`config.mk`:
```
export PLATFORM = sky130hd
export DESIGN_NAME = efa_div
export DESIGN_NICKNAME = d
export VERILOG_FILES = /design/src/rtl/core/error_function_approx_top_macros.svh /design/src/rtl/core/efa_pkg.sv /design/src/rtl/core/efa_div.sv
export SDC_FILE = /design/constraint.sdc
export NUM_CORES = 2
export LEC_CHECK = 0
export BUFFER_PORTS_ARGS = -buffer_cell sky130_fd_sc_hd__buf_2
export CORE_MARGIN = 3
export CORE_UTILIZATION = 55
export DETAILED_ROUTE_END_ITERATION = 8
export GPL_ROUTABILITY_DRIVEN = 0
export HOLD_SLACK_MARGIN = 0.05
export MAX_ROUTING_LAYER = met4
export PLACE_DENSITY = 0.76
export SLEW_MARGIN = 10
export SYNTH_ARGS = -nofsm -noshare
export SYNTH_HDL_FRONTEND = slang
export SYNTH_SLANG_ARGS = --single-unit
```
`constraint.sdc`:
```
create_clock -name clk -period 15.6 [get_ports clk]
set_input_delay 0.78 -clock clk [delete_from_list [all_inputs] [get_ports clk]]
set_output_delay 0.78 -clock clk [all_outputs]
set_load 0.02 [all_outputs]
```
`src/rtl/core/error_function_approx_top_macros.svh`:
```
// Assertion macros used by the error function top level.
`ifndef ERROR_FUNCTION_APPROX_TOP_MACROS_SVH
`define ERROR_FUNCTION_APPROX_TOP_MACROS_SVH

`ifndef ASSERT_OFF
// Same-cycle implication, checked out of reset.
`define EFA_ASSERT_IMP(label, ante, cons) \
	label: assert property (@(posedge clk) disable iff (!arst_n) (ante) |-> (cons)) \
		else $error("check failed");
// Next-cycle implication, checked out of reset.
`define EFA_ASSERT_NXT(label, ante, cons) \
	label: assert property (@(posedge clk) disable iff (!arst_n) (ante) |=> (cons)) \
		else $error("check failed");
`else
`define EFA_ASSERT_IMP(label, ante, cons)
`define EFA_ASSERT_NXT(label, ante, cons)
`endif

`endif

```
`src/rtl/core/efa_pkg.sv`:
```
// Types and constants of the error function pipeline.
`timescale 1ns / 1ps
package efa_pkg;

	localparam int Z_W      = 20;
	localparam int T_W      = 31;
	localparam int ZSQ_W    = 37;
	localparam int ACC_W    = 34;
	localparam int E_W      = 39;
	localparam int REM_W    = 45;
	localparam int R_W      = 32;
	localparam int SUM_W    = 34;
	localparam int OUT_W    = 32;
	localparam int DIV_STAGES   = 8;
	localparam int DIV_BITS     = 4;
	localparam int DIV_Q_W      = 32;
	localparam int HORNER_STEPS = 9;
	localparam int RED_STEPS    = 5;
	localparam int TAYLOR_STEPS = 15;

	localparam logic [32:0]      NINE_Q16    = 33'd589824;
	localparam logic [Z_W-1:0]   D_BIAS      = 20'h20000;
	localparam logic [Z_W-1:0]   DIV_REM0    = 20'h08000;
	localparam logic [39:0]      LN2_Q40     = 40'hB17217F7D2;
	localparam logic [R_W-1:0]   LN2_Q32_MAX = 32'hB17217F7;
	localparam logic signed [34:0] ONE_Q30   = 35'sd1073741824;

	localparam longint DecScale = 64'sd1073741824;
	localparam longint DecRound = 64'sd50000000;
	localparam longint DecDiv   = 64'sd100000000;

	localparam logic [ACC_W-1:0] POLY_COEF [10] = '{
		ACC_W'(-((64'sd126551223 * DecScale + DecRound) / DecDiv)),
		ACC_W'( (64'sd100002368 * DecScale + DecRound) / DecDiv),
		ACC_W'( (64'sd37409196  * DecScale + DecRound) / DecDiv),
		ACC_W'( (64'sd9678418   * DecScale + DecRound) / DecDiv),
		ACC_W'(-((64'sd18628806  * DecScale + DecRound) / DecDiv)),
		ACC_W'( (64'sd27886807  * DecScale + DecRound) / DecDiv),
		ACC_W'(-((64'sd113520398 * DecScale + DecRound) / DecDiv)),
		ACC_W'( (64'sd148851587 * DecScale + DecRound) / DecDiv),
		ACC_W'(-((64'sd82215223  * DecScale + DecRound) / DecDiv)),
		ACC_W'( (64'sd17087277  * DecScale + DecRound) / DecDiv)
	};

	localparam longint Two32 = 64'sd4294967296;

	// floor(2^32 / k) for the series divisors k = 2 .. 16
	localparam logic [31:0] TAYLOR_RECIP [TAYLOR_STEPS] = '{
		32'(Two32 / 2),  32'(Two32 / 3),  32'(Two32 / 4),  32'(Two32 / 5),
		32'(Two32 / 6),  32'(Two32 / 7),  32'(Two32 / 8),  32'(Two32 / 9),
		32'(Two32 / 10), 32'(Two32 / 11), 32'(Two32 / 12), 32'(Two32 / 13),
		32'(Two32 / 14), 32'(Two32 / 15), 32'(Two32 / 16)
	};

	typedef struct packed {
		logic             neg;
		logic             inr;
		logic [ZSQ_W-1:0] zsq;
	} side_t;

	typedef struct packed {
		logic           neg;
		logic           inr;
		logic           zero;
		logic [4:0]     shift;
		logic [T_W-1:0] t;
	} tail_t;

endpackage

```
`src/rtl/core/efa_div.sv`:
```
// Pipelined restoring divider producing t = round(2^47 / d).
`timescale 1ns / 1ps
module efa_div (
	input  logic                   clk,
	input  logic                   arst_n,
	input  logic                   en,
	input  logic                   in_v,
	input  logic [efa_pkg::Z_W-1:0] d,
	input  efa_pkg::side_t         side_i,
	output logic                   out_v,
	output logic [efa_pkg::T_W-1:0] quo,
	output efa_pkg::side_t         side_o
);

	typedef struct packed {
		logic [efa_pkg::Z_W-1:0]     rem;
		logic [efa_pkg::DIV_Q_W-1:0] num;
		logic [efa_pkg::DIV_Q_W-1:0] q;
		logic [efa_pkg::Z_W-1:0]     d;
		efa_pkg::side_t              side;
	} div_t;

	function automatic div_t div_step(div_t c);
		div_t n;
		logic [efa_pkg::Z_W:0] tr;
		n = c;
		for (int i = 0; i < efa_pkg::DIV_BITS; i++) begin
			tr    = {n.rem, n.num[efa_pkg::DIV_Q_W-1]};
			n.num = {n.num[efa_pkg::DIV_Q_W-2:0], 1'b0};
			if (tr >= {1'b0, n.d}) begin
				n.rem = efa_pkg::Z_W'(tr - {1'b0, n.d});
				n.q   = {n.q[efa_pkg::DIV_Q_W-2:0], 1'b1};
			end else begin
				n.rem = tr[efa_pkg::Z_W-1:0];
				n.q   = {n.q[efa_pkg::DIV_Q_W-2:0], 1'b0};
			end
		end
		return n;
	endfunction

	div_t                              stg_in;
	div_t                              div_s [efa_pkg::DIV_STAGES];
	logic [efa_pkg::DIV_STAGES-1:0]    v_s;

	// numerator is 2^47 + d/2: top word seeds the remainder, low word shifts in
	always_comb begin
		stg_in.rem  = efa_pkg::DIV_REM0;
		stg_in.num  = {{(efa_pkg::DIV_Q_W-efa_pkg::Z_W+1){1'b0}}, d[efa_pkg::Z_W-1:1]};
		stg_in.q    = '0;
		stg_in.d    = d;
		stg_in.side = side_i;
	end

	always_ff @(posedge clk or negedge arst_n) begin
		if (!arst_n) begin
			v_s <= '0;
		end else if (en) begin
			v_s <= {v_s[efa_pkg::DIV_STAGES-2:0], in_v};
		end
	end

	always_ff @(posedge clk) begin
		if (en) begin
			div_s[0] <= div_step(stg_in);
			for (int k = 1; k < efa_pkg::DIV_STAGES; k++)
				div_s[k] <= div_step(div_s[k-1]);
		end
	end

	assign out_v  = v_s[efa_pkg::DIV_STAGES-1];
	assign quo    = div_s[efa_pkg::DIV_STAGES-1].q[efa_pkg::T_W-1:0];
	assign side_o = div_s[efa_pkg::DIV_STAGES-1].side;

endmodule

```
==> results.cfg <==
[run_status]
status = completed

[clock_tree]
htreeDepth = 3
cts_made_buffers = 83
cts_root_buffer = clkbuf_16
path_clk_slew_ns = 0.06
clk_latency_ns = 0.67
cts.repair.resized = 0
cts_tree = done
cts_sinks = 736
cts_buffer_depth = 3

[floorplanning]
fp.dieH_um = 332.4
die_w_um = 332.4
dieArea_mm2 = 0.1105
initial_utilization_pct = 55.51
io_pins = 134
core_area_mm2 = 0.1056
fp-row-count = 119

[layout]
area.sequential_mm2 = 0.02206
layout-drive-gt1-share_pct = 10.83
finalNonFillerCells = 7412
multi_input_area_mm2 = 0.03420
nets = 6651
fillers = 8797
synthToLayoutAreaGrowth_pct = 7.578

[yosys]
synth-seq-cells = 736
yosys.cell_types.count = 100
synth_area_leader_cell = edfxtp_1
synth_cells = 5884
synth-edff-count = 728
async_reset_ff_share_pct = 1.087
synth_top_flop_cell = edfxtp_1
synth_top_area_share_pct = 37.31
netlist_top_cells_area = edfxtp_1 37%, ha_1 13%, mux2_2 5.1%, xnor2_1 4.9%, a21oi_1 4.2%
synth_nets = 6581
avgSynthCellArea_um2 = 9.959
seq_area_frac_synth_pct = 37.65
ys_warn_count = 0
netlist_area_mm2 = 0.05860

[timing]
fmax_mhz = 74.47
skew_ns = 0.02901
drv_slew = 0
min_period_ns = 13.43
slew_headroom_pct = 22.55
tightest_slew_ns = 1.158
setup_viol = 0
tns_ns = 0
finalHoldViolCount = 0
post-route-period-util_pct = 86.08
timing.hold.ws_ns = 0.2826
rsz0062_at_grt = no

[global_routing]
grt_pass1_wl_mm = 228.7
busiest_layer = met2
grt_use_met2_pct = 42.98
grt_pass1_vias = 42840
grt_max_degree = 118
antenna_found_initial = 1
globalRouteMet3Util_pct = 3.292
grtUsageTotal_pct = 26.29
use_met1_pct = 33.77
overflow = 0

[worst_setup_path]
cp_common_cell = inv_1
critical_path_arrival_ns = 13.83
crit_buf_inv = 8
start_kind = flip-flop
slowest_stage = inv_1
cp_max_fo = 23
crit_required_ns = 16.00
crit_family = compound AO/OA/AOI/OAI gates
critPathCaptureType = flip-flop
cp_slowest_stage_delay_ns = 0.60
crit_type = flip-flop to flip-flop

[placed_design]
io_buffers = 133
dp_hpwl_mm = 112.1
dp.cells = 7259

[routing]
vias = 45660
drcViolationCount = 0
drtIter0Drc = 4166
ant_nets = 0
dr.pass1.iters = 6
routedWlPerCell_um = 19.67
vias_per_cell = 6.161
routed_wl_mm = 145.8

[min_path]
hp-class = input port to flip-flop

[flow_run]
cap_violations = 0
[cells in the final DEF (no fill, tap or decap), types with 29 or more instances in the layout]
cell and count:
and2_1 34, xnor2_1 329, mux2i_1 55, o31ai_1 42, or2_2 29, buf_2 132
o221ai_1 29, o21a_1 106, o21ai_0 294, nand4_1 85, inv_1 355, o211ai_1 41
or3_1 39, mux2_2 264, nor3_1 131, clkbuf_16 83, a21o_1 195, nand2b_1 83
xor2_1 147, nand2_1 357, ha_1 613, a31oi_1 59, o21bai_1 63, and3_1 45
edfxtp_1 728, nand3_1 137, nor2_1 409, nor2b_1 80, nor4_1 30, a211oi_1 55
a21oi_1 488, a21boi_0 30
[stage by stage]
stage / utilization, % / setup WS (ns) / cell area, um2
finish: 59.72 / 2.172 / 63040
global route: 59.72 / 1.178 / 63040
CTS: 59.71 / 2.465 / 63040
detailed placement: 57.06 / 2.480 / 60240
global placement: 57.06 / 2.711 / 60240
floorplan: - / 4.587 / 58600
[flip-flops by register name (all words and copies together) (netlist names)]
signal,cells
div_s,728
v_s,8
[metal layers]
layer | share of wire, % | routed length, um
met4 | 3.6 | 5265
met1 | 43 | 62270
met5 | 0 | 0
met3 | 6.4 | 9291
met2 | 47 | 68960
[logic make-up (layout without fill, tap and decap cells)]
family          Yosys count  count (layout)  synth area share, %
fa+ha+maj               634             634                13.81
xor+xnor                476             476                7.114
flops                   736             736                37.65
mux                     342             342                6.570
compound gates         1634            1634                18.19
other cells               1               2             0.006399
simple gates           1520            1520                12.63
buf+inv                 541             677                4.040
[worst register-to-register path: cells and delay by family (launching register included)]
kind                       cells  cell delay [ns]
AOI/OAI and AO/OA             25             6.94
buffers and inverters          8             2.06
and+or+nand+nor                9             1.63
adders and majority gates      4             1.21
muxes                          2             0.82
DFF                            1             0.50
[Yosys cell counts, types with 10 or more instances]
library cell / count
a211o_1: 24
a211oi_1: 55
a21boi_0: 30
a21o_1: 195
a21oi_1: 490
a221o_1: 13
a31oi_1: 59
a41oi_1: 10
and2_1: 34
and3_1: 45
and4_1: 16
buf_2: 24
buf_4: 73
clkbuf_1: 64
edfxtp_1: 728
fa_1: 21
ha_1: 613
inv_1: 355
inv_2: 10
mux2_2: 264
mux2_4: 18
mux2i_1: 55
nand2_1: 357
nand2b_1: 83
nand3_1: 137
nand4_1: 85
nor2_1: 409
nor2b_1: 80
nor3_1: 132
nor4_1: 30
o211ai_1: 41
o21a_1: 106
o21ai_0: 297
o21bai_1: 63
o221ai_1: 30
o22ai_1: 11
o311ai_0: 10
o31a_1: 19
o31ai_1: 42
or2_2: 29
or3_1: 39
xnor2_1: 329
xor2_1: 147
[cell type report]
| class | instances | share of cell area [%] |
|---|---|---|
| Antenna cell | 1 | 0.003970 |
| Clock buffer | 94 | 3.360 |
| Clock inverter | 57 | 1.062 |
| Inverter | 368 | 2.195 |
| Multi-Input combinational cell | 4607 | 54.25 |
| Sequential cell | 736 | 35.00 |
| Tap cell | 1391 | 2.761 |
| Timing Repair Buffer | 158 | 1.373 |
[what timing repair did]
item	CTS	global route
setup buffers	0	0
endpoints found under the hold margin	8	0
hold buffers	1	0
[final timing paths]
check,from,end,slack [ns],cells past startpoint
worst min register to register,div_s[0][293],div_s[0][432],0.39,0
worst min-delay path,side_i[20],div_s[0][20],0.28,1
min in group asynchronous,arst_n,v_s[6],0.51,2
worst max-delay path,div_s[1][250],div_s[1][414],2.17,48
max in group asynchronous,arst_n,v_s[5],14.92,2
worst max register to register,div_s[1][250],div_s[1][414],2.17,48
Power is left out: the tool's default activity adds up to more than one toggle a clock period on the data nets, which glitch-free logic cannot reach.
