[config.mk]
export PLATFORM = sky130hd
export DESIGN_NAME = efa_expred
export DESIGN_NICKNAME = d
export VERILOG_FILES = /design/src/rtl/core/error_function_approx_top_macros.svh /design/src/rtl/core/efa_pkg.sv /design/src/rtl/core/efa_expred.sv
export SDC_FILE = /design/constraint.sdc
export NUM_CORES = 1
export LEC_CHECK = 0
export BUFFER_PORTS_ARGS = -buffer_cell sky130_fd_sc_hd__buf_2
export CAP_MARGIN = 15
export CELL_PAD_IN_SITES_DETAIL_PLACEMENT = 1
export CELL_PAD_IN_SITES_GLOBAL_PLACEMENT = 2
export CORE_MARGIN = 2
export CORE_UTILIZATION = 40
export DETAILED_ROUTE_END_ITERATION = 12
export HOLD_SLACK_MARGIN = 0.06
export PLACE_DENSITY = 0.72
export SYNTH_ARGS = -nofsm -noshare
export SYNTH_HDL_FRONTEND = slang
export SYNTH_SLANG_ARGS = --single-unit
[constraint.sdc]
create_clock -name clk -period 3.4 [get_ports clk]
set_input_delay 0.17 -clock clk [delete_from_list [all_inputs] [get_ports clk]]
set_output_delay 0.17 -clock clk [all_outputs]
set_load 0.1 [all_outputs]
[src/rtl/core/error_function_approx_top_macros.svh]
// Assertion macros used by the error function top level.
`ifndef ERROR_FUNCTION_APPROX_TOP_MACROS_SVH
`define ERROR_FUNCTION_APPROX_TOP_MACROS_SVH

`ifndef ASSERT_OFF
// Same-cycle implication, checked out of reset.
`define EFA_ASSERT_IMP(label, ante, cons) \
	label: assert property (@(posedge clk) disable iff (!arst_n) (ante) |-> (cons)) \
		else $error("check failed");
// Next-cycle implication, checked out of reset.
`define EFA_ASSERT_NXT(label, ante, cons) \
	label: assert property (@(posedge clk) disable iff (!arst_n) (ante) |=> (cons)) \
		else $error("check failed");
`else
`define EFA_ASSERT_IMP(label, ante, cons)
`define EFA_ASSERT_NXT(label, ante, cons)
`endif

`endif

[src/rtl/core/efa_pkg.sv]
// Types and constants of the error function pipeline.
`timescale 1ns / 1ps
package efa_pkg;

	localparam int Z_W      = 20;
	localparam int T_W      = 31;
	localparam int ZSQ_W    = 37;
	localparam int ACC_W    = 34;
	localparam int E_W      = 39;
	localparam int REM_W    = 45;
	localparam int R_W      = 32;
	localparam int SUM_W    = 34;
	localparam int OUT_W    = 32;
	localparam int DIV_STAGES   = 8;
	localparam int DIV_BITS     = 4;
	localparam int DIV_Q_W      = 32;
	localparam int HORNER_STEPS = 9;
	localparam int RED_STEPS    = 5;
	localparam int TAYLOR_STEPS = 15;

	localparam logic [32:0]      NINE_Q16    = 33'd589824;
	localparam logic [Z_W-1:0]   D_BIAS      = 20'h20000;
	localparam logic [Z_W-1:0]   DIV_REM0    = 20'h08000;
	localparam logic [39:0]      LN2_Q40     = 40'hB17217F7D2;
	localparam logic [R_W-1:0]   LN2_Q32_MAX = 32'hB17217F7;
	localparam logic signed [34:0] ONE_Q30   = 35'sd1073741824;

	localparam longint DecScale = 64'sd1073741824;
	localparam longint DecRound = 64'sd50000000;
	localparam longint DecDiv   = 64'sd100000000;

	localparam logic [ACC_W-1:0] POLY_COEF [10] = '{
		ACC_W'(-((64'sd126551223 * DecScale + DecRound) / DecDiv)),
		ACC_W'( (64'sd100002368 * DecScale + DecRound) / DecDiv),
		ACC_W'( (64'sd37409196  * DecScale + DecRound) / DecDiv),
		ACC_W'( (64'sd9678418   * DecScale + DecRound) / DecDiv),
		ACC_W'(-((64'sd18628806  * DecScale + DecRound) / DecDiv)),
		ACC_W'( (64'sd27886807  * DecScale + DecRound) / DecDiv),
		ACC_W'(-((64'sd113520398 * DecScale + DecRound) / DecDiv)),
		ACC_W'( (64'sd148851587 * DecScale + DecRound) / DecDiv),
		ACC_W'(-((64'sd82215223  * DecScale + DecRound) / DecDiv)),
		ACC_W'( (64'sd17087277  * DecScale + DecRound) / DecDiv)
	};

	localparam longint Two32 = 64'sd4294967296;

	// floor(2^32 / k) for the series divisors k = 2 .. 16
	localparam logic [31:0] TAYLOR_RECIP [TAYLOR_STEPS] = '{
		32'(Two32 / 2),  32'(Two32 / 3),  32'(Two32 / 4),  32'(Two32 / 5),
		32'(Two32 / 6),  32'(Two32 / 7),  32'(Two32 / 8),  32'(Two32 / 9),
		32'(Two32 / 10), 32'(Two32 / 11), 32'(Two32 / 12), 32'(Two32 / 13),
		32'(Two32 / 14), 32'(Two32 / 15), 32'(Two32 / 16)
	};

	typedef struct packed {
		logic             neg;
		logic             inr;
		logic [ZSQ_W-1:0] zsq;
	} side_t;

	typedef struct packed {
		logic           neg;
		logic           inr;
		logic           zero;
		logic [4:0]     shift;
		logic [T_W-1:0] t;
	} tail_t;

endpackage

[src/rtl/core/efa_expred.sv]
// Exponent e = P - z*z split into r - s*ln2 by a five-step constant divider.
`timescale 1ns / 1ps
module efa_expred (
	input  logic                      clk,
	input  logic                      arst_n,
	input  logic                      en,
	input  logic                      in_v,
	input  logic [efa_pkg::ACC_W-1:0] acc,
	input  logic [efa_pkg::T_W-1:0]   t,
	input  efa_pkg::side_t            side_i,
	output logic                      out_v,
	output logic [efa_pkg::R_W-1:0]   r,
	output efa_pkg::tail_t            tail_o
);

	localparam int N = efa_pkg::RED_STEPS;

	typedef struct packed {
		logic [efa_pkg::REM_W-1:0] rem;
		logic [N-1:0]              q;
		logic                      epos;
		logic                      big;
		logic [efa_pkg::R_W-1:0]   rpos;
		efa_pkg::tail_t            tl;
	} xr_t;

	function automatic xr_t red_step(xr_t c, int b);
		xr_t n;
		logic [efa_pkg::REM_W-1:0] sub;
		n   = c;
		sub = efa_pkg::REM_W'(efa_pkg::LN2_Q40) << b;
		if (c.rem >= sub) begin
			n.rem  = c.rem - sub;
			n.q[b] = 1'b1;
		end
		return n;
	endfunction

	logic [efa_pkg::E_W-1:0] e_s1;
	logic [efa_pkg::T_W-1:0] t_s1;
	logic                    neg_s1;
	logic                    inr_s1;
	xr_t                     x_s2;
	xr_t                     red_s [N];
	logic [efa_pkg::R_W-1:0] r_s3;
	efa_pkg::tail_t          tail_s3;
	logic                    v_s1;
	logic                    v_s2;
	logic [N-1:0]            vr_s;
	logic                    v_s3;

	logic [efa_pkg::E_W-1:0] e_neg;
	logic [48:0]             m40;
	logic [40:0]             e4;
	xr_t                     x_nx;
	xr_t                     last;
	logic                    is0;
	logic [5:0]              sh6;
	logic [39:0]             r40;
	logic [40:0]             r40_rnd;
	logic [efa_pkg::R_W-1:0] r_nx;
	efa_pkg::tail_t          tail_nx;

	// magnitude, underflow test and the non-negative clamp
	always_comb begin
		e_neg         = -e_s1;
		m40           = {e_neg, 10'b0};
		e4            = {e_s1, 2'b00};
		x_nx.epos     = !e_s1[efa_pkg::E_W-1];
		x_nx.big      = m40 >= (49'(efa_pkg::LN2_Q40) << N);
		x_nx.rem      = m40[efa_pkg::REM_W-1:0];
		x_nx.q        = '0;
		x_nx.rpos     = (e4 > 41'(efa_pkg::LN2_Q32_MAX)) ? efa_pkg::LN2_Q32_MAX :
		                e4[efa_pkg::R_W-1:0];
		x_nx.tl.neg   = neg_s1;
		x_nx.tl.inr   = inr_s1;
		x_nx.tl.zero  = 1'b0;
		x_nx.tl.shift = '0;
		x_nx.tl.t     = t_s1;
	end

	// round the residue up to the next multiple of ln2; non-negative e keeps rpos
	always_comb begin
		last    = red_s[N-1];
		is0     = last.rem == '0;
		sh6     = is0 ? {1'b0, last.q} : {1'b0, last.q} + 6'd1;
		r40     = is0 ? 40'd0 : efa_pkg::LN2_Q40 - last.rem[39:0];
		r40_rnd = {1'b0, r40} + 41'd128;
		tail_nx = last.tl;
		if (last.epos) begin
			r_nx          = last.rpos;
			tail_nx.shift = '0;
			tail_nx.zero  = 1'b0;
		end else begin
			r_nx          = r40_rnd[39:8];
			tail_nx.shift = sh6[4:0];
			tail_nx.zero  = last.big | sh6[5];
		end
	end

	always_ff @(posedge clk or negedge arst_n) begin
		if (!arst_n) begin
			v_s1 <= 1'b0;
			v_s2 <= 1'b0;
			vr_s <= '0;
			v_s3 <= 1'b0;
		end else if (en) begin
			v_s1 <= in_v;
			v_s2 <= v_s1;
			vr_s <= {vr_s[N-2:0], v_s2};
			v_s3 <= vr_s[N-1];
		end
	end

	always_ff @(posedge clk) begin
		if (en) begin
			e_s1   <= {{(efa_pkg::E_W-efa_pkg::ACC_W){acc[efa_pkg::ACC_W-1]}}, acc}
			          - {{(efa_pkg::E_W-efa_pkg::ZSQ_W){1'b0}}, side_i.zsq};
			t_s1   <= t;
			neg_s1 <= side_i.neg;
			inr_s1 <= side_i.inr;
			x_s2   <= x_nx;
			red_s[0] <= red_step(x_s2, N-1);
			for (int j = 1; j < N; j++)
				red_s[j] <= red_step(red_s[j-1], N-1-j);
			r_s3    <= r_nx;
			tail_s3 <= tail_nx;
		end
	end

	assign out_v  = v_s3;
	assign r      = r_s3;
	assign tail_o = tail_s3;

endmodule

==> results of run 1 <==
[worst min-delay path, cell delays in order]
cell,delay (ps)
sky130_fd_sc_hd__buf_2,90
sky130_fd_sc_hd__inv_1,50
sky130_fd_sc_hd__ha_1,150
sky130_fd_sc_hd__xnor2_1,130
[per-stage QoR]
stage	instance area [sq um]	power (mW)	setup TNS, ps	util (%)
after floorplan	33400	16.1	0	-
after global placement	36700	17.6	0	44.5
after detailed placement	36700	17.8	-28.5	44.5
after CTS	39900	26.9	0	48.4
after global routing	40100	27.8	-168	48.7
final	40100	26.7	0	48.7
[per-layer routing]
layer,vias up,routed length [um],track usage (%)
met4,0,1800,5.25
met1,9427,29600,19.7
met5,-,0,0
met3,109,2300,2.47
met2,316,36700,29.8
li1,9408,-,-
[repair_timing]
action / CTS / global route
pin swaps: 0 / 8
setup endpoints to repair: 1 / 106
resized for setup: 1 / 38
endpoints found under the hold margin: 68 / 0
setup buffers: 0 / 9
hold buffers: 47 / 0
[cell families (layout without fill, tap and decap cells)]
logic type / after synthesis / after routing
DFF: 803 / 803
muxes: 21 / 21
buffers and inverters: 135 / 631
and+or+nand+nor: 643 / 643
xor gates and xnor gates: 274 / 274
adders and majority gates: 50 / 50
AOI/OAI and AO/OA: 354 / 354
[state kept, by name, indices dropped and copies added, names as in the netlist]
register and cells:
e_s1 39, inr_s1 1, neg_s1 1, out_v 1, r 32, red_s 551, t_s1 31, tail_o 39
v_s1 1, v_s2 1, vr_s 5, x_s2 101
[layout make-up]
type,count,share of cell area [%]
Sequential cell,803,60.0
Multi-Input combinational cell,1342,22.3
Timing Repair Buffer,380,6.68
Clock buffer,102,5.57
Tap cell,1070,3.34
Clock inverter,55,1.30
Inverter,94,0.879
[report_power, final]
group / total (mW) / switching [mW] / internal [mW]
clock network: 8.96 / 3.71 / 5.25
logic: 4.46 / 2.71 / 1.75
registers: 13.2 / 0.872 / 12.4
[cell usage in the layout, fill, tap and decap left out, drive strengths merged, types with 15 or more instances in the layout]
cell	instances
ha	49
clkinv	39
nor2	150
nand3	53
nand3b	16
o21ai	84
nor3	67
edfxtp	795
a31oi	20
mux2	15
inv	95
xnor2	163
xor2	111
nand4	30
buf	333
or3	17
nand2	159
nand2b	31
a21oi	94
a21o	21
and3	21
and2	23
o21a	17
nor4	28
clkbuf	102
dlygate4sd3	47
[final timing paths]
kind,endpoint,slack (ps),depth (start not counted)
setup / recovery,x_s2[71],40,9
hold / removal,e_s1[35],100,4
setup reg to reg,x_s2[71],40,9
hold reg to reg,red_s[0][435],410,0
max in group asynchronous,vr_s[3],2560,3
min in group asynchronous,out_v,560,3
[synth_stat cells, drive strengths merged, types with 14 or more instances]
| cell type | instances | share of area, % |
|---|---|---|
| nand4 | 30 | 0.56 |
| o21a | 17 | 0.38 |
| and3 | 21 | 0.39 |
| nor3 | 67 | 1.0 |
| a21o | 21 | 0.47 |
| xor2 | 111 | 2.9 |
| a21oi | 94 | 1.4 |
| or3 | 17 | 0.33 |
| a31oi | 20 | 0.38 |
| mux2 | 15 | 0.51 |
| nand3 | 53 | 0.80 |
| nand2b | 31 | 0.58 |
| nor2 | 150 | 1.7 |
| ha | 49 | 1.8 |
| inv | 93 | 1.0 |
| nand3b | 16 | 0.36 |
| and2 | 23 | 0.43 |
| o211ai | 14 | 0.33 |
| clkbuf | 33 | 0.37 |
| nor4 | 28 | 0.53 |
| o21ai | 84 | 1.3 |
| edfxtp | 795 | 72 |
| nand2 | 159 | 1.8 |
| xnor2 | 163 | 4.3 |
==> reports/qor.json, run 1 <==
{
  "placeable_area_sq_mm": 0.0824,
  "grt_pass1_wl_um": 110000,
  "globalRouteOverflowTotal": 0,
  "synthDistinctLibCells": 79,
  "synth_edf_count": 795,
  "design.portCount": 180,
  "maxCapViolations": 0,
  "postSynthRegisterBits": 803,
  "worst_r2r_startpoint": "e_s1[14]",
  "hold_path.class": "primary input to register",
  "postLayoutSetupSlackWorst_ps": 40.7,
  "hpwl_um": 51400,
  "core.rowCount": 105,
  "clk_latency_ps": 640,
  "globalplace.congestion": 0.809,
  "synth.mux.area_fraction_pct": 0.686,
  "post_detailed_routing_wire_length_um": 70400,
  "slowest_stage_delay_cp_ps": 550,
  "place.port_buffers": 179,
  "layoutNonFillerInstCount": 3846,
  "antenna_violating_nets_post_route": 0,
  "syn-cell-area_sq_mm": 0.0334,
  "track_usage_pct": 16.3,
  "postSynthCellCount": 2280,
  "synth_top_flop_cell": "sky130_fd_sc_hd__edfxtp_1",
  "required_ps": 3760,
  "unrepaired_setup_endpoints_after_global_routing": "yes",
  "cts-root-buf": "sky130_fd_sc_hd__clkbuf_16",
  "crit_path_max_fanout": 3,
  "synth_compound_area_share_pct": 6.89,
  "min_from": "side_i[35]",
  "worstSetupStartpoint": "e_s1[14]",
  "dp_slack_ps": -28.5,
  "status": "finished clean",
  "chipWidth_um": 293,
  "cp_top_family": "simple AND/OR/NAND/NOR gates",
  "synth-xor-area-share_pct": 7.19,
  "numPlacedInstances": 3633,
  "register_area_sq_mm": 0.0241,
  "critical_path_arrival_ps": 3720,
  "postSynthNetCount": 2438,
  "fin_crit_share_pct": 98.8,
  "tritoncts_num_sinks": 803,
  "power_leakage_nw": 14.6,
  "die_height_um": 293,
  "critPathCaptureType": "register",
  "fill_cells": 8117,
  "cts_buffer_depth": 3,
  "clock_skew_ps": 43.3,
  "synth_top_family_by_area": "simple AND/OR/NAND/NOR gates",
  "cp.buffers_inverters": 0,
  "drive_gt1_share_pct": 18.8,
  "worst_hold_slack_ps": 100,
  "synthesis.yosys.warnings": 0,
  "start_kind": "register",
  "total_nets_final": 2865,
  "grt_pass1_vias": 20300,
  "drtIter0Drc": 951,
  "cts.clk_slew.worst_paths_ps": 60,
  "max_slew_headroom_at_the_worst_pin_pct": 24.2,
  "synth_simple_gate_area_share_pct": 9.60,
  "transition_time_at_the_pin_with_the_least_slew_margin_ps": 1130,
  "vias_per_cell": 5.01,
  "cts_tree": "yes",
  "die_area_sq_mm": 0.0857,
  "slew_viol_final": 0,
  "post_synth_fa_ha_maj_area_fraction_pct": 1.90,
  "power_density_mw_per_mm2": 664,
  "antenna_cells": 0,
  "drt_drc_violations_left": 0,
  "path_cells": "or4_4 > or4b_4 > or3_4 > a222oi_1 > o31ai_2 > a211oi_2 > o21bai_1 > a2111oi_2 > o31ai_1",
  "finalWorstPathRequiredPeriod_ps": 3360,
  "setup_viol": 0,
  "path_class": "register to register",
  "slowest_library_cell_on_the_worst_path": "sky130_fd_sc_hd__or4_4",
  "synthToLayoutAreaGrowth_pct": 20.3,
  "grt_antenna_before_repair": 1,
  "cts_buffers": 86,
  "pin_count_of_the_biggest_net_entering_global_routing": 108,
  "ctsHtreeMaxLevel": 3,
  "syn_avg_cell_area_sq_um": 14.6,
  "wire_per_inst_um": 18.3,
  "synth_sequential_area_ratio_pct": 72.2,
  "max_clock_freq_ghz": 0.298,
  "initial_utilization_pct": 40.5,
  "dr.pass1.iters": 5,
  "num_vias": 19300,
  "asyncSetResetFlopFracSynth_pct": 0.996,
  "report.final.hold_viol_count": 0,
  "multi_input_area_sq_mm": 0.00893,
  "vdd.ir_drop.worst_mv": 0.380
}
No activity file was read; power rests on OpenSTA's default activity.
==> run 2: changes to the inputs <==
Settings changed: PLACE_DENSITY 0.72 to 0.8.
==> run 2 against run 1 <==
Net effect:
- clock skew decreased by 20 ps
- worst setup slack got worse by 3.2 ps
- die area is the same
- critical path depth did not move
- total power fell by 0.74%
==> reports/qor.json, run 2 (synthesis results as in run 1) <==
{
  "track_usage": {"value": 16.3, "unit": "%", "change": "about the same"},
  "chipWidth": {"value": 293, "unit": "um", "change": "unchanged"},
  "largest_reg_flops": {"value": 551, "change": "unchanged"},
  "report.final.hold_viol_count": {"value": 0, "change": "unchanged"},
  "max_flop_register": {"value": "red_s", "change": "unchanged"},
  "globalplace.congestion": {"value": 0.824, "change": "was 0.809"},
  "path_class": {"value": "register to register", "change": "unchanged"},
  "grt_pass1_wl": {"value": 111000, "unit": "um", "change": "was 110000 um"},
  "place.port_buffers": {"value": 179, "change": "unchanged"},
  "globalRouteOverflowTotal": {"value": 0, "change": "unchanged"},
  "cts_tree": {"value": "yes", "change": "unchanged"},
  "grt_antenna_before_repair": {"value": 4, "change": "was 1"},
  "largest_registers": {"value": "red_s x551, x_s2 x101", "change": "unchanged"},
  "holdPathStages": {"value": 3, "change": "was 4"},
  "intPower": {"value": 19.2, "unit": "mW", "change": "was 19.4 mW"},
  "cts_buffers": {"value": 84, "change": "was 86"},
  "layoutNonFillerInstCount": {"value": 3803, "change": "was 3846"},
  "vias_per_cell": {"value": 5.06, "change": "was 5.01"},
  "num_vias": {"value": 19200, "change": "was 19300"},
  "vdd.ir_drop.worst": {"value": 0.389, "unit": "mV", "change": "was 0.380 mV"},
  "numPlacedInstances": {"value": 3599, "change": "was 3633"},
  "rrSetupSlack": {"value": 40, "unit": "ps", "change": "about the same"},
  "dp_slack": {"value": -195, "unit": "ps", "change": "was -28.5 ps"},
  "timing.rr.end": {"value": "x_s2[71]", "change": "unchanged"},
  "unrepaired_setup_endpoints_after_global_routing": {"value": "yes", "change": "unchanged"},
  "drive_gt1_share": {"value": 17.6, "unit": "%", "change": "was 18.8%"},
  "worst_r2r_path_cells": {"value": 9, "change": "unchanged"},
  "comb_power_share": {"value": 16.5, "unit": "%", "change": "was 16.7%"},
  "setup_tns": {"value": 0, "unit": "ps", "change": "unchanged"},
  "sequential_power_share": {"value": 50.2, "unit": "%", "change": "was 49.6%"},
  "fin_crit_share": {"value": 98.9, "unit": "%", "change": "was 98.8%"},
  "postLayoutSetupSlackWorst": {"value": 37.5, "unit": "ps", "change": "was 40.7 ps"},
  "die_height": {"value": 293, "unit": "um", "change": "unchanged"},
  "synthToLayoutAreaGrowth": {"value": 19.3, "unit": "%", "change": "was 20.3%"},
  "commonest_cells_after_routing_fill_and_taps_aside": {"value": "sky130_fd_sc_hd__edfxtp_1 (795), sky130_fd_sc_hd__buf_2 (178), sky130_fd_sc_hd__xnor2_1 (163)", "change": "unchanged"},
  "antenna_cells": {"value": 0, "change": "unchanged"},
  "critical_path_arrival": {"value": 3720, "unit": "ps", "change": "about the same"},
  "antenna_violating_nets_post_route": {"value": 0, "change": "unchanged"},
  "switching_power": {"value": 7.30, "unit": "mW", "change": "was 7.29 mW"},
  "placeable_area": {"value": 0.0824, "unit": "sq mm", "change": "unchanged"},
  "die_area": {"value": 0.0857, "unit": "sq mm", "change": "unchanged"},
  "transition_time_at_the_pin_with_the_least_slew_margin": {"value": 1040, "unit": "ps", "change": "was 1130 ps"},
  "dr.pass1.iters": {"value": 5, "change": "unchanged"},
  "finalWorstPathRequiredPeriod": {"value": 3360, "unit": "ps", "change": "about the same"},
  "drt_drc_violations_left": {"value": 0, "change": "unchanged"},
  "critPathCaptureType": {"value": "register", "change": "unchanged"},
  "clock_skew": {"value": 23.5, "unit": "ps", "change": "was 43.3 ps"},
  "post_detailed_routing_wire_length": {"value": 71400, "unit": "um", "change": "was 70400 um"},
  "core.rowCount": {"value": 105, "change": "unchanged"},
  "p_sw_share": {"value": 27.6, "unit": "%", "change": "was 27.4%"},
  "cts.clk_slew.worst_paths": {"value": 60, "unit": "ps", "change": "about the same"},
  "drtIter0Drc": {"value": 1058, "change": "was 951"},
  "maxCapViolations": {"value": 0, "change": "unchanged"},
  "hold_path.class": {"value": "primary input to register", "change": "unchanged"},
  "worst_r2r_startpoint": {"value": "e_s1[14]", "change": "unchanged"},
  "slew_viol_final": {"value": 0, "change": "unchanged"},
  "layout_commonest_cell": {"value": "sky130_fd_sc_hd__edfxtp_1", "change": "unchanged"},
  "cts-root-buf": {"value": "sky130_fd_sc_hd__clkbuf_16", "change": "unchanged"},
  "max_clock_freq": {"value": 0.297, "unit": "GHz", "change": "was 0.298 GHz"},
  "min_from": {"value": "acc[2]", "change": "was side_i[35]"},
  "initial_utilization": {"value": 40.5, "unit": "%", "change": "unchanged"},
  "total_nets_final": {"value": 2826, "change": "was 2865"},
  "ctsHtreeMaxLevel": {"value": 3, "change": "unchanged"},
  "required": {"value": 3750, "unit": "ps", "change": "was 3760 ps"},
  "wire_per_inst": {"value": 18.8, "unit": "um", "change": "was 18.3 um"},
  "cts_buffer_depth": {"value": 3, "change": "unchanged"},
  "max_slew_headroom_at_the_worst_pin": {"value": 30.6, "unit": "%", "change": "was 24.2%"},
  "tritoncts_num_sinks": {"value": 803, "change": "unchanged"},
  "power_leakage": {"value": 14.4, "unit": "nW", "change": "was 14.6 nW"},
  "hpwl": {"value": 50800, "unit": "um", "change": "was 51400 um"},
  "crit_path_max_fanout": {"value": 5, "change": "was 3"},
  "setup_viol": {"value": 0, "change": "unchanged"},
  "grt_pass1_vias": {"value": 20400, "change": "was 20300"},
  "power_density": {"value": 665, "unit": "mW/mm^2", "change": "was 664 mW/mm^2"},
  "clockPowerShare": {"value": 33.4, "unit": "%", "change": "was 33.6%"},
  "start_kind": {"value": "register", "change": "unchanged"},
  "post_dp_cell_area": {"value": 0.0364, "unit": "sq mm", "change": "was 0.0367 sq mm"},
  "clk_latency": {"value": 630, "unit": "ps", "change": "was 640 ps"},
  "finalInstanceArea": {"value": 0.0398, "unit": "sq mm", "change": "was 0.0401 sq mm"},
  "whs_endpoint": {"value": "e_s1[2]", "change": "was e_s1[35]"},
  "design.portCount": {"value": 180, "change": "unchanged"},
  "finalCoreUtilization": {"value": 48.3, "unit": "%", "change": "was 48.7%"},
  "status": {"value": "finished clean", "change": "unchanged"},
  "pin_count_of_the_biggest_net_entering_global_routing": {"value": 115, "change": "was 108"}
}
==> run 2: cell count changes in the layout (fill, tap and decap cells not counted), moves of 3 or more <==
cell                       previous run  this run
sky130_fd_sc_hd__a21boi_1             4         0
sky130_fd_sc_hd__o21ai_0             81        76
sky130_fd_sc_hd__nor4_2               7         2
sky130_fd_sc_hd__clkinv_2            10        16
sky130_fd_sc_hd__clkbuf_1            15        10
sky130_fd_sc_hd__buf_4              142       106
sky130_fd_sc_hd__a21boi_0             4         8
sky130_fd_sc_hd__nor3_1              64        67
sky130_fd_sc_hd__nor4_1              20        23
sky130_fd_sc_hd__o21ai_1              3         8
sky130_fd_sc_hd__nor3_2               3         0
sky130_fd_sc_hd__clkinv_4             3         0
==> run 2: worst max-delay path, stage by stage (launching register included) <==
cell and delay, ps:
sky130_fd_sc_hd__edfxtp_1 380, sky130_fd_sc_hd__or4_4 580, sky130_fd_sc_hd__or4b_4 510, sky130_fd_sc_hd__or3_4 380
sky130_fd_sc_hd__a222oi_1 300, sky130_fd_sc_hd__o31ai_2 150, sky130_fd_sc_hd__a211oi_2 250, sky130_fd_sc_hd__o21bai_2 110
sky130_fd_sc_hd__a2111oi_4 330, sky130_fd_sc_hd__o31ai_2 100
==> run 2: layout make-up <==
cell class,count,area (sq um)
timing repair buffer,342,2390
multi-input combinational,1342,8940
timing repair inverter,1,5.00
clock buffer,95,2160
clock inverter,56,523
inverter,94,357
fill,8208,42600
sequential,803,24100
tap,1070,1340
==> run 2: layer usage <==
metal  vias up  global-route usage, %  part of all wire (%)
li1       9342                      -                     -
met4         0                   4.82                   2.5
met5         -                      0                     0
met1      9381                   19.2                    42
met2       375                   30.8                    53
met3       130                   2.15                   3.0
==> run 2: through the flow <==
step	hold slack (ps)	power [mW]
floorplan	-126	16.1
global placement	15.1	17.4
detailed placement	26.7	17.7
CTS	61.7	26.6
global route	97.6	27.5
finish	92.9	26.5
==> run 2: power groups by stage <==
| stage | combinational, mW | clock (mW) | sequential [mW] |
|---|---|---|---|
| 3_3_place_gp | 4.09 | 0 | 13.3 |
| 5_1_grt | 4.75 | 9.40 | 13.4 |
| 4_1_cts | 4.32 | 9.01 | 13.2 |
| 3_5_place_dp | 4.24 | 0 | 13.4 |
| 6_report | 4.35 | 8.83 | 13.3 |
| 2_1_floorplan | 2.29 | 0 | 13.8 |
==> run 2: worst max-delay path by stage <==
stage | slack (ps) | to | startpoint
global route | -100 | x_s2[71] | e_s1[14]
detailed placement | -200 | r[29] | red_s[0][572]
floorplan | 180 | r[21] | red_s[0][596]
global placement | -10 | e_s1[36] | acc[0]
finish | 40 | x_s2[71] | e_s1[14]
CTS | -6 | x_s2[71] | e_s1[0]
==> run 2: timing repair <==
item | in CTS | in global routing
resized for setup | 7 | 31
gates cloned | 0 | 1
endpoints found under the setup margin | 7 | 70
hold buffers | 45 | 0
endpoints found under the hold margin | 106 | 0
buffers inserted | 0 | 7
pin swaps | 1 | 5
